`src/rtl/core/auto_hysteresis_slicer_defines.svh`:
```
// Assertion macros shared by the slicer RTL.
// Define NO_ASSERTIONS to compile every check away.
`ifndef AUTO_HYSTERESIS_SLICER_DEFINES_SVH
`define AUTO_HYSTERESIS_SLICER_DEFINES_SVH

`ifndef NO_ASSERTIONS
// Same-cycle implication, disabled while reset is asserted.
`define AHS_ASSERT_IMPLY(label, clk, rst_n, ante, cons) \
    label: assert property (@(posedge clk) disable iff (!(rst_n)) (ante) |-> (cons)) \
        else $error("assertion failed");
// Next-cycle implication, disabled while reset is asserted.
`define AHS_ASSERT_NEXT(label, clk, rst_n, ante, cons) \
    label: assert property (@(posedge clk) disable iff (!(rst_n)) (ante) |=> (cons)) \
        else $error("assertion failed");
`else
`define AHS_ASSERT_IMPLY(label, clk, rst_n, ante, cons)
`define AHS_ASSERT_NEXT(label, clk, rst_n, ante, cons)
`endif

`endif

```
`src/rtl/core/ahs_pkg.sv`:
```
package ahs_pkg;

    localparam int SAMPLE_WIDTH_DEF = 16;
    localparam int CFG_DATA_W       = 16;
    localparam int CFG_IDX_W        = 2;
    localparam int WIDE_W           = 32;

    // Q16 fractions for the auto thresholds: 0.2 and 0.6.
    localparam int Q_FRAC = 16;
    localparam int Q_W    = 16;
    localparam logic [Q_W-1:0] Q_LOW  = 16'd13107;
    localparam logic [Q_W-1:0] Q_HIGH = 16'd39322;

    // Margin used when the tracked range collapses.
    localparam int MARGIN = 50;

    localparam logic [CFG_DATA_W-1:0] LOW_THR_RST  = 16'hFF00;
    localparam logic [CFG_DATA_W-1:0] HIGH_THR_RST = 16'h0100;

    typedef enum logic [1:0] {
        KIND_SAMPLE = 2'd0,
        KIND_EOB    = 2'd1,
        KIND_REARM  = 2'd2
    } t_kind;

    typedef enum logic [CFG_IDX_W-1:0] {
        REG_LOW_THR   = 2'd0,
        REG_HIGH_THR  = 2'd1,
        REG_AUTO_MODE = 2'd2
    } t_reg_idx;

    // Per-cycle step control from the item register to the extremes tracker.
    typedef struct packed {
        logic fire;
        logic sample;
        logic eob;
        logic rearm;
        logic auto_mode;
    } t_step;

    // Sign extends a configuration word to the widest supported sample width.
    function automatic logic [WIDE_W-1:0] sext_cfg(input logic [CFG_DATA_W-1:0] d);
        return {{(WIDE_W-CFG_DATA_W){d[CFG_DATA_W-1]}}, d};
    endfunction

endpackage

```
`src/rtl/core/ahs_in_if.sv`:
```
interface ahs_in_if #(
    parameter int W = ahs_pkg::SAMPLE_WIDTH_DEF
);
    logic                valid;
    logic                ready;
    logic [1:0]          kind;
    logic signed [W-1:0] sample;

    modport source (output valid, kind, sample, input ready);
    modport sink   (input valid, kind, sample, output ready);
endinterface

```
`src/rtl/core/ahs_out_if.sv`:
```
interface ahs_out_if;
    logic valid;
    logic ready;
    logic level;

    modport source (output valid, level, input ready);
    modport sink   (input valid, level, output ready);
endinterface

```
`src/rtl/core/ahs_cfg_if.sv`:
```
interface ahs_cfg_if;
    logic                              valid;
    logic                              ready;
    logic [ahs_pkg::CFG_IDX_W-1:0]     index;
    logic [ahs_pkg::CFG_DATA_W-1:0]    data;

    modport source (output valid, index, data, input ready);
    modport sink   (input valid, index, data, output ready);
endinterface

```
`src/rtl/core/ahs_track.sv`:
```
module ahs_track #(
    parameter int W = ahs_pkg::SAMPLE_WIDTH_DEF
) (
    input  logic                i_clk,
    input  logic                i_rst_n,
    input  ahs_pkg::t_step      i_step,
    input  logic signed [W-1:0] i_sample,
    output logic signed [W-1:0] o_run_max_n,
    output logic signed [W-1:0] o_run_min_n,
    output logic signed [W-1:0] o_block_max,
    output logic signed [W-1:0] o_block_min
);

    localparam logic signed [W-1:0] SMAX     = {1'b0, {(W-1){1'b1}}};
    localparam logic signed [W-1:0] NEG_SMAX = {1'b1, {(W-2){1'b0}}, 1'b1};

    logic signed [W-1:0] r_run_max;
    logic signed [W-1:0] r_run_min;
    logic signed [W-1:0] r_block_max;
    logic signed [W-1:0] r_block_min;
    logic signed [W-1:0] n_run_max;
    logic signed [W-1:0] n_run_min;
    logic signed [W-1:0] n_block_max;
    logic signed [W-1:0] n_block_min;

    // Extremes including the sample now in the item register.
    assign o_run_max_n = (i_sample > r_run_max) ? i_sample : r_run_max;
    assign o_run_min_n = (i_sample < r_run_min) ? i_sample : r_run_min;
    assign o_block_max = r_block_max;
    assign o_block_min = r_block_min;

    always_comb begin
        n_run_max   = r_run_max;
        n_run_min   = r_run_min;
        n_block_max = r_block_max;
        n_block_min = r_block_min;
        if (i_step.fire) begin
            if (i_step.eob) begin
                n_block_max = r_run_max;
                n_block_min = r_run_min;
            end else if (i_step.rearm) begin
                n_run_max = NEG_SMAX;
                n_run_min = SMAX;
            end else if (i_step.sample && i_step.auto_mode) begin
                n_run_max = o_run_max_n;
                n_run_min = o_run_min_n;
            end
        end
    end

    always_ff @(posedge i_clk) begin
        if (!i_rst_n) begin
            r_run_max   <= '0;
            r_run_min   <= SMAX;
            r_block_max <= '0;
            r_block_min <= SMAX;
        end else begin
            r_run_max   <= n_run_max;
            r_run_min   <= n_run_min;
            r_block_max <= n_block_max;
            r_block_min <= n_block_min;
        end
    end

endmodule

```
`src/rtl/core/ahs_thresh.sv`:
```
module ahs_thresh #(
    parameter int W = ahs_pkg::SAMPLE_WIDTH_DEF
) (
    input  logic signed [W-1:0] i_run_max,
    input  logic signed [W-1:0] i_run_min,
    input  logic signed [W-1:0] i_block_max,
    input  logic signed [W-1:0] i_block_min,
    output logic signed [W-1:0] o_low,
    output logic signed [W-1:0] o_high
);

    localparam int QF = ahs_pkg::Q_FRAC;
    localparam int QW = ahs_pkg::Q_W;
    localparam int PW = W + QF + 2;
    localparam int PROD_W = W + QW;
    localparam logic signed [W-1:0]  MARGIN_W = W'(ahs_pkg::MARGIN);
    localparam logic signed [PW-1:0] RND_BIAS = PW'((1 << QF) - 1);

    logic signed [W:0]      sum_max;
    logic signed [W:0]      sum_min;
    logic signed [W-1:0]    avg_max;
    logic signed [W-1:0]    avg_min;
    logic signed [W-1:0]    range_w;
    logic                   range_pos;
    logic [PROD_W-1:0]      prod_lo;
    logic [PROD_W-1:0]      prod_hi;
    logic signed [PW-1:0]   max_q;
    logic signed [PW-1:0]   min_q;
    logic signed [PW-1:0]   acc_lo;
    logic signed [PW-1:0]   acc_hi;
    logic signed [PW-1:0]   trn_lo;
    logic signed [PW-1:0]   trn_hi;

    // Average with the latched block extremes (floor of the halved sum).
    assign sum_max = {i_run_max[W-1], i_run_max} + {i_block_max[W-1], i_block_max};
    assign sum_min = {i_run_min[W-1], i_run_min} + {i_block_min[W-1], i_block_min};
    assign avg_max = sum_max[W:1];
    assign avg_min = sum_min[W:1];

    assign range_w   = avg_max - avg_min;
    assign range_pos = (range_w > $signed({W{1'b0}}));

    // The products are only used when the range is positive.
    assign prod_lo = {{QW{1'b0}}, range_w} * {{W{1'b0}}, ahs_pkg::Q_LOW};
    assign prod_hi = {{QW{1'b0}}, range_w} * {{W{1'b0}}, ahs_pkg::Q_HIGH};

    assign min_q = {{(PW-W-QF){avg_min[W-1]}}, avg_min, {QF{1'b0}}};
    assign max_q = {{(PW-W-QF){avg_max[W-1]}}, avg_max, {QF{1'b0}}};

    assign acc_lo = min_q + $signed({{(PW-PROD_W){1'b0}}, prod_lo});
    assign acc_hi = max_q - $signed({{(PW-PROD_W){1'b0}}, prod_hi});

    // Scale back down, rounding toward zero.
    assign trn_lo = acc_lo[PW-1] ? (acc_lo + RND_BIAS) : acc_lo;
    assign trn_hi = acc_hi[PW-1] ? (acc_hi + RND_BIAS) : acc_hi;

    always_comb begin
        if (range_pos) begin
            o_low  = trn_lo[QF+W-1:QF];
            o_high = trn_hi[QF+W-1:QF];
        end else begin
            o_low  = i_run_min + MARGIN_W;
            o_high = i_run_max - MARGIN_W;
        end
    end

endmodule

```
`src/rtl/core/auto_hysteresis_slicer.sv`:
```
// Hysteresis slicer for a stream of signed samples. Each sample item yields one
// result item carrying a one-bit level: the level rises to one when the sample
// is above the high threshold, drops to zero when it is below the low threshold,
// and otherwise keeps its previous value. End-of-block and rearm items yield no
// result. With auto mode cleared, the thresholds are the two configuration
// registers. With auto mode set, every sample first updates a running maximum
// and minimum; each is averaged with the value latched at the last end-of-block
// item, and the thresholds become min + 0.2 * range and max - 0.6 * range, or
// run_min + 50 and run_max - 50 when the range is not positive. The derived
// thresholds are written back into the threshold registers, so they remain in
// force after auto mode is cleared. Throughput is one item per clock while
// results are taken: an item sits in the input register, where the extremes
// update, the threshold derivation (two constant multiplies) and the compare
// are done, and its result is presented from the output register at the next
// edge. The input register and the output register are separate stages, so a
// new item is taken while an earlier result still waits. Configuration writes
// are accepted in every cycle and must only be issued while the slicer is idle.
`include "auto_hysteresis_slicer_defines.svh"

module auto_hysteresis_slicer #(
    parameter int SAMPLE_WIDTH = ahs_pkg::SAMPLE_WIDTH_DEF
) (
    input  logic       i_clk,
    input  logic       i_rst_n,
    ahs_in_if.sink     i_item,
    ahs_out_if.source  o_result,
    ahs_cfg_if.sink    i_cfg
);

    localparam int W = SAMPLE_WIDTH;

    // Threshold reset values, brought to the sample width.
    localparam logic signed [W-1:0] LOW_RST  =
        W'(ahs_pkg::sext_cfg(ahs_pkg::LOW_THR_RST));
    localparam logic signed [W-1:0] HIGH_RST =
        W'(ahs_pkg::sext_cfg(ahs_pkg::HIGH_THR_RST));

    // Input register stage.
    logic                r_in_valid;
    logic [1:0]          r_kind;
    logic signed [W-1:0] r_sample;

    // Configuration and level state.
    logic signed [W-1:0] r_low_thr;
    logic signed [W-1:0] r_high_thr;
    logic                r_auto;
    logic                r_level;
    logic                r_out_valid;

    logic signed [W-1:0] n_low_thr;
    logic signed [W-1:0] n_high_thr;
    logic                n_auto;
    logic                n_level;
    logic                n_out_valid;
    logic                n_in_valid;

    logic                is_sample;
    logic                out_free;
    logic                fire;
    logic                in_take;
    logic                cfg_take;
    ahs_pkg::t_step      step;

    logic signed [W-1:0] run_max_n;
    logic signed [W-1:0] run_min_n;
    logic signed [W-1:0] block_max;
    logic signed [W-1:0] block_min;
    logic signed [W-1:0] auto_low;
    logic signed [W-1:0] auto_high;
    logic signed [W-1:0] use_low;
    logic signed [W-1:0] use_high;
    logic [ahs_pkg::WIDE_W-1:0] cfg_wide;

    // The held item moves on when it yields no result or the output slot frees up.
    assign is_sample = (r_kind == ahs_pkg::KIND_SAMPLE);
    assign out_free  = !r_out_valid || o_result.ready;
    assign fire      = r_in_valid && (!is_sample || out_free);
    assign i_item.ready = !r_in_valid || fire;
    assign in_take   = i_item.valid && i_item.ready;

    assign i_cfg.ready = 1'b1;
    assign cfg_take    = i_cfg.valid;
    assign cfg_wide    = ahs_pkg::sext_cfg(i_cfg.data);

    assign o_result.valid = r_out_valid;
    assign o_result.level = r_level;

    assign step.fire      = fire;
    assign step.sample    = is_sample;
    assign step.eob       = (r_kind == ahs_pkg::KIND_EOB);
    assign step.rearm     = (r_kind == ahs_pkg::KIND_REARM);
    assign step.auto_mode = r_auto;

    ahs_track #(
        .W (W)
    ) u_track (
        .i_clk       (i_clk),
        .i_rst_n     (i_rst_n),
        .i_step      (step),
        .i_sample    (r_sample),
        .o_run_max_n (run_max_n),
        .o_run_min_n (run_min_n),
        .o_block_max (block_max),
        .o_block_min (block_min)
    );

    ahs_thresh #(
        .W (W)
    ) u_thresh (
        .i_run_max   (run_max_n),
        .i_run_min   (run_min_n),
        .i_block_max (block_max),
        .i_block_min (block_min),
        .o_low       (auto_low),
        .o_high      (auto_high)
    );

    // In auto mode the thresholds follow the extremes that include this sample.
    assign use_low  = r_auto ? auto_low  : r_low_thr;
    assign use_high = r_auto ? auto_high : r_high_thr;

    always_comb begin
        n_in_valid  = r_in_valid;
        n_out_valid = r_out_valid;
        n_level     = r_level;
        n_low_thr   = r_low_thr;
        n_high_thr  = r_high_thr;
        n_auto      = r_auto;

        if (in_take) begin
            n_in_valid = 1'b1;
        end else if (fire) begin
            n_in_valid = 1'b0;
        end

        if (o_result.ready) begin
            n_out_valid = 1'b0;
        end

        if (fire && is_sample) begin
            n_out_valid = 1'b1;
            if (r_sample > use_high) begin
                n_level = 1'b1;
            end else if (r_sample < use_low) begin
                n_level = 1'b0;
            end
            if (r_auto) begin
                n_low_thr  = auto_low;
                n_high_thr = auto_high;
            end
        end

        if (cfg_take) begin
            case (i_cfg.index)
                ahs_pkg::REG_LOW_THR: begin
                    n_low_thr = cfg_wide[W-1:0];
                end
                ahs_pkg::REG_HIGH_THR: begin
                    n_high_thr = cfg_wide[W-1:0];
                end
                ahs_pkg::REG_AUTO_MODE: begin
                    n_auto = i_cfg.data[0];
                end
                default: begin
                end
            endcase
        end
    end

    always_ff @(posedge i_clk) begin
        if (!i_rst_n) begin
            r_in_valid  <= 1'b0;
            r_out_valid <= 1'b0;
            r_level     <= 1'b0;
            r_low_thr   <= LOW_RST;
            r_high_thr  <= HIGH_RST;
            r_auto      <= 1'b0;
        end else begin
            r_in_valid  <= n_in_valid;
            r_out_valid <= n_out_valid;
            r_level     <= n_level;
            r_low_thr   <= n_low_thr;
            r_high_thr  <= n_high_thr;
            r_auto      <= n_auto;
        end
    end

    // Payload of the input stage needs no reset.
    always_ff @(posedge i_clk) begin
        if (in_take) begin
            r_kind   <= i_item.kind;
            r_sample <= i_item.sample;
        end
    end

    // A sample that leaves the input stage always lands in the output register.
    `AHS_ASSERT_NEXT(a_sample_gives_result, i_clk, i_rst_n, fire && is_sample, r_out_valid)

    // Items without a result never raise the output valid on their own.
    `AHS_ASSERT_NEXT(a_no_spurious_result, i_clk, i_rst_n, fire && !is_sample, r_out_valid == ($past(r_out_valid) && !$past(o_result.ready)))

    // In auto mode the running maximum covers the sample just processed.
    `AHS_ASSERT_NEXT(a_run_max_covers, i_clk, i_rst_n, fire && is_sample && r_auto, run_max_n >= $past(r_sample))

    // An empty input stage always takes the next item.
    `AHS_ASSERT_IMPLY(a_ready_when_empty, i_clk, i_rst_n, !r_in_valid, i_item.ready)

endmodule

```
`src/flat_wrapper.sv`:
```
// flat-port wrapper written by rule: the top's interface ports become plain ports
module auto_hysteresis_slicer_flat import ahs_pkg::*;
#(
    parameter int SAMPLE_WIDTH = ahs_pkg::SAMPLE_WIDTH_DEF
)
  (i_clk, i_rst_n, i_item_valid, i_item_kind, i_item_sample, i_item_ready, o_result_valid, o_result_level, o_result_ready, i_cfg_valid, i_cfg_index, i_cfg_data, i_cfg_ready);
  ahs_in_if #(.W((SAMPLE_WIDTH_DEF))) i_item_i ();
  ahs_out_if o_result_i ();
  ahs_cfg_if i_cfg_i ();
  input  logic i_clk;
  input  logic i_rst_n;
  input wire logic [$bits(i_item_i.valid)-1:0] i_item_valid;
  input wire logic [$bits(i_item_i.kind)-1:0] i_item_kind;
  input wire logic [$bits(i_item_i.sample)-1:0] i_item_sample;
  output wire logic [$bits(i_item_i.ready)-1:0] i_item_ready;
  output wire logic [$bits(o_result_i.valid)-1:0] o_result_valid;
  output wire logic [$bits(o_result_i.level)-1:0] o_result_level;
  input wire logic [$bits(o_result_i.ready)-1:0] o_result_ready;
  input wire logic [$bits(i_cfg_i.valid)-1:0] i_cfg_valid;
  input wire logic [$bits(i_cfg_i.index)-1:0] i_cfg_index;
  input wire logic [$bits(i_cfg_i.data)-1:0] i_cfg_data;
  output wire logic [$bits(i_cfg_i.ready)-1:0] i_cfg_ready;
  assign i_item_i.valid = i_item_valid;
  assign i_item_i.kind = i_item_kind;
  assign i_item_i.sample = i_item_sample;
  assign i_item_ready = i_item_i.ready;
  assign o_result_valid = o_result_i.valid;
  assign o_result_level = o_result_i.level;
  assign o_result_i.ready = o_result_ready;
  assign i_cfg_i.valid = i_cfg_valid;
  assign i_cfg_i.index = i_cfg_index;
  assign i_cfg_i.data = i_cfg_data;
  assign i_cfg_ready = i_cfg_i.ready;
  auto_hysteresis_slicer #(.SAMPLE_WIDTH(SAMPLE_WIDTH)) u_core (.i_clk(i_clk), .i_rst_n(i_rst_n), .i_item(i_item_i), .o_result(o_result_i), .i_cfg(i_cfg_i));
endmodule
```
`config.mk`:
```
export PLATFORM = sky130hd
export DESIGN_NAME = auto_hysteresis_slicer_flat
export DESIGN_NICKNAME = d
export VERILOG_FILES = /design/src/rtl/core/ahs_pkg.sv /design/src/rtl/core/ahs_in_if.sv /design/src/rtl/core/ahs_out_if.sv /design/src/rtl/core/ahs_cfg_if.sv /design/src/rtl/core/ahs_track.sv /design/src/rtl/core/ahs_thresh.sv /design/src/rtl/core/auto_hysteresis_slicer.sv /design/src/flat_wrapper.sv
export VERILOG_INCLUDE_DIRS = /design/src /design/src/rtl/core
export SDC_FILE = /design/constraint.sdc
export NUM_CORES = 1
export LEC_CHECK = 0
export ABC_AREA = 1
export BUFFER_PORTS_ARGS = -buffer_cell sky130_fd_sc_hd__buf_2
export CAP_MARGIN = 20
export CORE_MARGIN = 3
export CORE_UTILIZATION = 65
export CTS_BUF_LIST = sky130_fd_sc_hd__clkbuf_16
export CTS_CLUSTER_DIAMETER = 30
export DETAILED_ROUTE_END_ITERATION = 12
export PLACE_DENSITY = 0.82
export SYNTH_ARGS = -nofsm -noshare
export SYNTH_HDL_FRONTEND = slang
export SYNTH_SLANG_ARGS = --single-unit
```
`constraint.sdc`:
```
create_clock -name i_clk -period 17.5 [get_ports i_clk]
set_input_delay 3.5 -clock i_clk [delete_from_list [all_inputs] [get_ports i_clk]]
set_output_delay 3.5 -clock i_clk [all_outputs]
set_load 0.02 [all_outputs]
```
# After elaboration in Yosys (flattened, before gate mapping)
# Index checks and enable logic that the tools add are counted.
totals:
  register_bits: 118
  ramBits: 0
  in_bits: 41
  rom_bits: 0
  latch_bits: 0
  wordCells: 77
  n_memories: 0
op_classes:
  n_lt_le_gt_ge: 5
  bitwise_logic: 1
  mul: 2
  eq_ne: 4
  div_mod_pow: 0
  reduce_logical: 20
  n_shift: 0
  addsub: 9
  muxes: 24
op_table:
  columns: ["op", "count"]
  rows:
  - ["$mux W16", 16]
  - ["$add A32 B17 Y32 const B", 2]
  - ["$mux W32", 2]
  - ["$add A16 B16 Y17", 2]
  - ["$sub A32 B33 Y34", 1]
  - ["$add A32 B31 Y33", 1]
  - ["$gt A16 B16 Y1", 2]
  - ["$lt A16 B16 Y1", 2]
  - ["$mul A16 B15 Y31 const B", 1]
  - ["$mul A16 B14 Y30 const B", 1]
  - ["$add A16 B7 Y16 const B", 1]
  - ["$gt A16 B1 Y1 const B", 1]
  - ["$sub A16 B16 Y16", 1]
  - ["$sub A16 B7 Y16 const B", 1]
  - ["$reduce_bool A2 Y1", 4]
  - ["$mux W1", 6]
  - ["$reduce_and A2 Y1", 3]
  - ["$eq A2 B1 Y1 const B", 2]
  - ["$eq A2 B2 Y1 const B", 2]
  - ["$logic_and A1 B1 Y1", 4]
  - ["$logic_not A2 Y1", 2]
  - ["$logic_not A1 Y1", 3]
  - ["$logic_or A1 B1 Y1", 3]
  - ["$reduce_and A3 Y1", 1]
  - ["$not A1 Y1", 1]

# Logic depth before layout (Yosys ltp)
logic_depth:
  depth_word: 13
  mapped_depth: 96
  ltp_nobuf: 94

# By module
# A second synthesis with hierarchy kept.
unflattened:
  hier_cells: 3185
  area_unflattened_um2: 22142.5
modules_own_cells:
  columns: ["mod", "cells_each", "area_per_inst_um2", "seq_area_each_um2", "instances"]
  rows:
  - ["ahs_thresh", 2249, 15150.8, 0.0, 1]
  - ["ahs_track", 529, 3686.0, 1281.2, 1]
  - ["auto_hysteresis_slicer", 407, 3305.7, 1261.2, 1]

# Least setup slack after synthesis
# Ideal clock, no wire load.
synth_path:
  path_type: "reg2reg"
  start: "reg u_core.r_sample[15]"
  end: "reg u_core.r_level, in the netlist u_core.o_result.level"
  setup_slack_ps: 4902
  stages_incl_launch_ff: 86
  synth_period_minus_slack_ps: 12598
  arrival_ps: 12467
  n_path_buf: 2
  cell_sequence: "edfxtp_1 > ha_1 > a21oi_1 > o21ai_0 > nor2_1 > nand2_1 > nand2_1 > nand2_1 > buf_2 > buf_2 > nand2_1 > o21ai_0 > ha_1 > inv_2 > o31ai_1 > xor2_1 > inv_1 > ha_1 > [... 50 more ...] > inv_1 > nor4_2 > a21oi_1 > o21ai_0 > o211ai_1 > nand2_1 > inv_1 > ha_1 > nand2_1 > inv_1 > a221oi_1 > o21ai_0 > a31oi_1 > nand2_1 > nand2_1 > nand3_1 > nand2_1 > a21oi_2"
synth_between:
  elab_chain_cells: 13
  word_cells_on_any_way: 27
  classes_between: "add/sub: 9; mul: 2; order compare: 5; mux: 9; reduce/logical: 2"
synth_lines:
  columns: ["item", "line_no", "source"]
  rows:
  - ["start, declared", "auto_hysteresis_slicer.sv:41", "logic signed [W-1:0] r_sample;"]
  - ["start signal, assigned", "auto_hysteresis_slicer.sv:192", "r_sample <= i_item.sample;"]
  - ["$gt A16 B16 Y1 / $lt A16 B16 Y1 (equally long branches)", "ahs_track.sv:27, ahs_track.sv:28", null]
  - ["$mux W16, on equally long branches", "ahs_track.sv:27, ahs_track.sv:28", null]
  - ["$add A16 B16 Y17, on equally long branches", "ahs_thresh.sv:35, ahs_thresh.sv:36", null]
  - ["$sub A16 B16 Y16", "ahs_thresh.sv:40", "assign range_w = avg_max - avg_min;"]
  - ["$mul A16 B15 Y31 / $mul A16 B14 Y30 (equally long branches)", "ahs_thresh.sv:45, ahs_thresh.sv:44", null]
  - ["$sub A32 B33 Y34 / $add A32 B31 Y33 (equally long branches)", "ahs_thresh.sv:51, ahs_thresh.sv:50", null]
  - ["$add A32 B17 Y32, on equally long branches", "ahs_thresh.sv:55, ahs_thresh.sv:54", null]
  - ["$mux W32, on equally long branches", "ahs_thresh.sv:55, ahs_thresh.sv:54", null]
  - ["$mux W16", "ahs_thresh.sv:58", "if (range_pos) begin"]
  - ["$mux W16, on equally long branches", "auto_hysteresis_slicer.sv:120, auto_hysteresis_slicer.sv:119", null]
  - ["$gt A16 B16 Y1 / $lt A16 B16 Y1 (equally long branches)", "auto_hysteresis_slicer.sv:142, auto_hysteresis_slicer.sv:144", null]
  - ["$reduce_bool A2 Y1 (no source line)", null, null]
  - ["$reduce_and A2 Y1 (no source line)", null, null]
  - ["end signal, assigned", "auto_hysteresis_slicer.sv:181", "r_level <= n_level;"]
  - ["end, declared", "auto_hysteresis_slicer.sv:47", "logic r_level;"]
# Parallel ways exist; a longest one is shown, timed or not.
# A chain may end at the register's enable or synchronous reset.

# Final worst setup path
# Same ends and word-level chain as after synthesis.

==> flow_metrics.py <==
metrics = {
    "grt": {
        "gr-total-overflow": 0,
        "track_usage": 0.368,
        "grt_pass1_wl_mm": 103,
        "first_global_vias": 19700,
        "antenna_found_initial": 0,
        "grt_max_degree": 76,
    },
    "floorplan": {
        "die_width_um": 187,
        "rows": 65,
        "start_util": 0.667,
        "core_um2": 32000,
        "fp.dieH_um": 187,
        "num_io_pins": 45,
        "die_area_um2": 35000,
    },
    "route": {
        "vias": 20200,
        "wl_per_cell_um": 19.1,
        "vias_per_cell": 5.94,
        "drc_errors": 0,
        "drtIter0Drc": 1708,
        "wl_mm": 65.0,
        "dr.pass1.iters": 5,
        "ant_nets": 0,
    },
    "final_layout": {
        "finalNetCount": 3510,
        "area_growth_pct": 5.54,
        "drive_gt1_frac": 0.0715,
        "diodes": 0,
        "fin_util": 0.703,
    },
    "place": {
        "gp_congestion": 1.02,
        "dp_hpwl_mm": 54.3,
        "numPortBuffers": 43,
    },
    "worst_setup_path": {
        "timing.rr.end": "u_core.o_result.level$_SDFFE_PN0P_",
        "rr_startpoint": "u_core.r_sample[15]$_DFFE_PP_",
        "cp_common_cell": "nand2_1",
        "end_kind": "register",
        "cp.arrival_ns": 16.16,
        "critPathKind": "register to register",
        "worstPathMaxFanout": 30,
        "rrSetupSlack_ns": 1.62,
        "cp_data_required_time_ns": 17.78,
        "cp-start-kind": "register",
        "cp_top_family": "simple AND/OR/NAND/NOR gates",
        "critPathBufInv": 11,
        "max_stage_delay_ns": 0.76,
        "cp_slowest_cell": "xor2_1",
        "reg2reg_depth": 80,
    },
    "sta": {
        "finClkSkew_ns": 0.00906,
        "grt_setup_unrepaired": "no",
        "worst_pin_slew_ns": 1.04,
        "max_freq_mhz": 63.0,
        "period_share": 0.908,
        "finalCriticalPeriod_ns": 15.88,
        "final-setup-viol-count": 0,
        "relSlewSlack": 0.305,
        "tns_ns": 0,
        "maxSlewViolCount": 0,
        "hold_viol": 0,
    },
    "worst_hold_path": {
        "hold_start": "u_core.u_track.r_run_max[11]$_SDFFE_PN0P_",
        "worstHoldEndpoint": "u_core.u_track.r_run_max[11]$_SDFFE_PN0P_",
        "hold_path.class": "register to register",
        "hold_depth": 2,
    },
    "cts": {
        "clock_sinks": 118,
        "cts_setup_buffers": 0,
        "cts.clk_slew.worst_paths_ns": 0.06,
        "cts_root_buffer": "clkbuf_16",
        "h-tree-depth": 4,
        "cts_tree": "built",
        "cts_resized": 0,
        "cts_hold_buf": 0,
        "cts_made_buffers": 17,
        "clockBufferDepth": 2,
        "clk_latency_ns": 0.43,
    },
    "synthesis": {
        "synthCells": 2930,
        "synth_compound_area_frac": 0.146,
        "avgSynthCellArea_um2": 7.27,
        "synth-simple-area-share": 0.207,
        "synthDistinctLibCells": 76,
        "seq_area_frac_synth": 0.119,
        "yosysWarnings": 0,
        "syn_area_um2": 21300,
        "synthMuxAreaShare": 0,
        "synth_seq_cells": 118,
        "synth_fa_ha_area_frac": 0.355,
        "async_flop_share": 0,
        "yosys_most_used_dff": "dfxtp_1",
        "synth.net_count": 3489,
        "synth_top_family_by_area": "adder cells",
        "synth-edff-count": 18,
        "synth_xor_area_frac": 0.0593,
    },
    "job": {
        "cap_violations": 0,
    },
    "outcome": {
        "outcome": "finished clean",
    },
}
worst min-delay path, cell delays in order (launching register included):
cell,delay [ns]
dfxtp_1,0.31
nand2_1,0.06
a21oi_1,0.05
per-layer routing:
| metal | GRT usage | part of all wire | vias to the layer above |
|---|---|---|---|
| li1 | - | - | 9605 |
| met1 | 0.462 | 0.40 | 9474 |
| met2 | 0.619 | 0.46 | 922 |
| met3 | 0.0699 | 0.086 | 200 |
| met4 | 0.165 | 0.050 | 0 |
| met5 | 0 | 0 | - |
worst max path at each step:
stage,startpoint,endpoint,slack [ns],cells after the start
after detailed placement,u_core.r_sample[10]$_DFFE_PP_,u_core.o_result.level$_SDFFE_PN0P_,1.96,79
final,u_core.r_sample[15]$_DFFE_PP_,u_core.o_result.level$_SDFFE_PN0P_,1.62,80
after global placement,u_core.r_sample[10]$_DFFE_PP_,u_core.o_result.level$_SDFFE_PN0P_,2.27,79
after CTS,u_core.r_sample[15]$_DFFE_PP_,u_core.o_result.level$_SDFFE_PN0P_,1.90,77
after global routing,u_core.r_sample[15]$_DFFE_PP_,u_core.o_result.level$_SDFFE_PN0P_,0.25,80
after floorplan,u_core.r_sample[15]$_DFFE_PP_,u_core.o_result.level$_SDFFE_PN0P_,4.90,85
cell usage in the layout (no fill, tap or decap), drive strengths merged, types with 10 or more instances in the layout:
cell type,instances
a21oi,248
a22oi,15
a31oi,10
buf,53
clkbuf,17
dfxtp,100
edfxtp,18
fa,144
ha,374
inv,584
nand2,567
nand3,138
nand4,34
nor2,164
nor3,35
nor4,16
o211ai,28
o21a,11
o21ai,158
o21bai,11
o22ai,18
or2,21
xnor2,47
xor2,90
synth_stat cells, drive strengths merged, types with 2 or more instances:
master / count / area (µm²)
inv: 578 / 2170
nand2: 567 / 2250
ha: 374 / 4680
a21oi: 248 / 1260
nor2: 164 / 646
o21ai: 158 / 817
fa: 144 / 2880
nand3: 138 / 753
dfxtp: 100 / 2000
xor2: 90 / 837
xnor2: 47 / 427
nor3: 35 / 195
nand4: 34 / 219
clkbuf: 33 / 124
o211ai: 28 / 210
or2: 21 / 131
buf: 18 / 110
edfxtp: 18 / 541
o22ai: 18 / 113
nor4: 16 / 119
a22oi: 15 / 128
o21a: 11 / 82.6
o21bai: 11 / 90.1
a31oi: 10 / 62.6
a21boi: 7 / 67.6
a21o: 6 / 45.0
nand3b: 6 / 45.0
a211oi: 4 / 30.0
and2: 4 / 25.0
o221ai: 4 / 41.3
o221a: 3 / 33.8
o311ai: 3 / 33.8
o31ai: 3 / 22.5
a31o: 2 / 17.5
clkinv: 2 / 7.51
nor3b: 2 / 20.0
cells by family after synthesis:
logic type,count (synthesis)
AND/OR/NAND/NOR,989
XOR/XNOR,137
AO/OA/AOI/OAI,536
other,1
buffers and inverters,631
flip-flops,118
adder cells (fa/ha/maj),518
state kept, by name, summed over array words and instances, names as in the netlist:
| signal | count |
|---|---|
| u_core.r_sample | 16 |
| u_core.u_track.o_block_max | 16 |
| u_core.r_auto | 1 |
| u_core.r_low_thr | 16 |
| u_core.r_kind | 2 |
| u_core.r_high_thr | 16 |
| u_core.u_track.r_run_max | 16 |
| u_core.u_track.o_block_min | 16 |
| u_core.r_in_valid | 1 |
| u_core.u_track.r_run_min | 16 |
| u_core.o_result.valid | 1 |
| u_core.o_result.level | 1 |
stage by stage:
step	cell area, µm²	hold slack (ns)	setup slack [ns]	std cells
finish	22500	0.464	1.62	3399
global route	22500	0.483	0.250	3399
CTS	22500	0.465	1.90	3399
detailed placement	21900	0.455	1.96	3367
global placement	21900	0.451	2.27	3367
floorplan	21300	0.445	4.90	2930
layout make-up:
type | instances | area [µm²]
Inverter | 580 | 2180
Tap cell | 435 | 544
Clock buffer | 17 | 425
Multi-Input combinational cell | 2181 | 16400
Clock inverter | 15 | 143
Fill cell | 2703 | 9480
Timing Repair Buffer | 53 | 290
Sequential cell | 118 | 2540
Power is left out: the tool's default activity adds up to more than one toggle a clock period on the data nets, which glitch-free logic cannot reach.
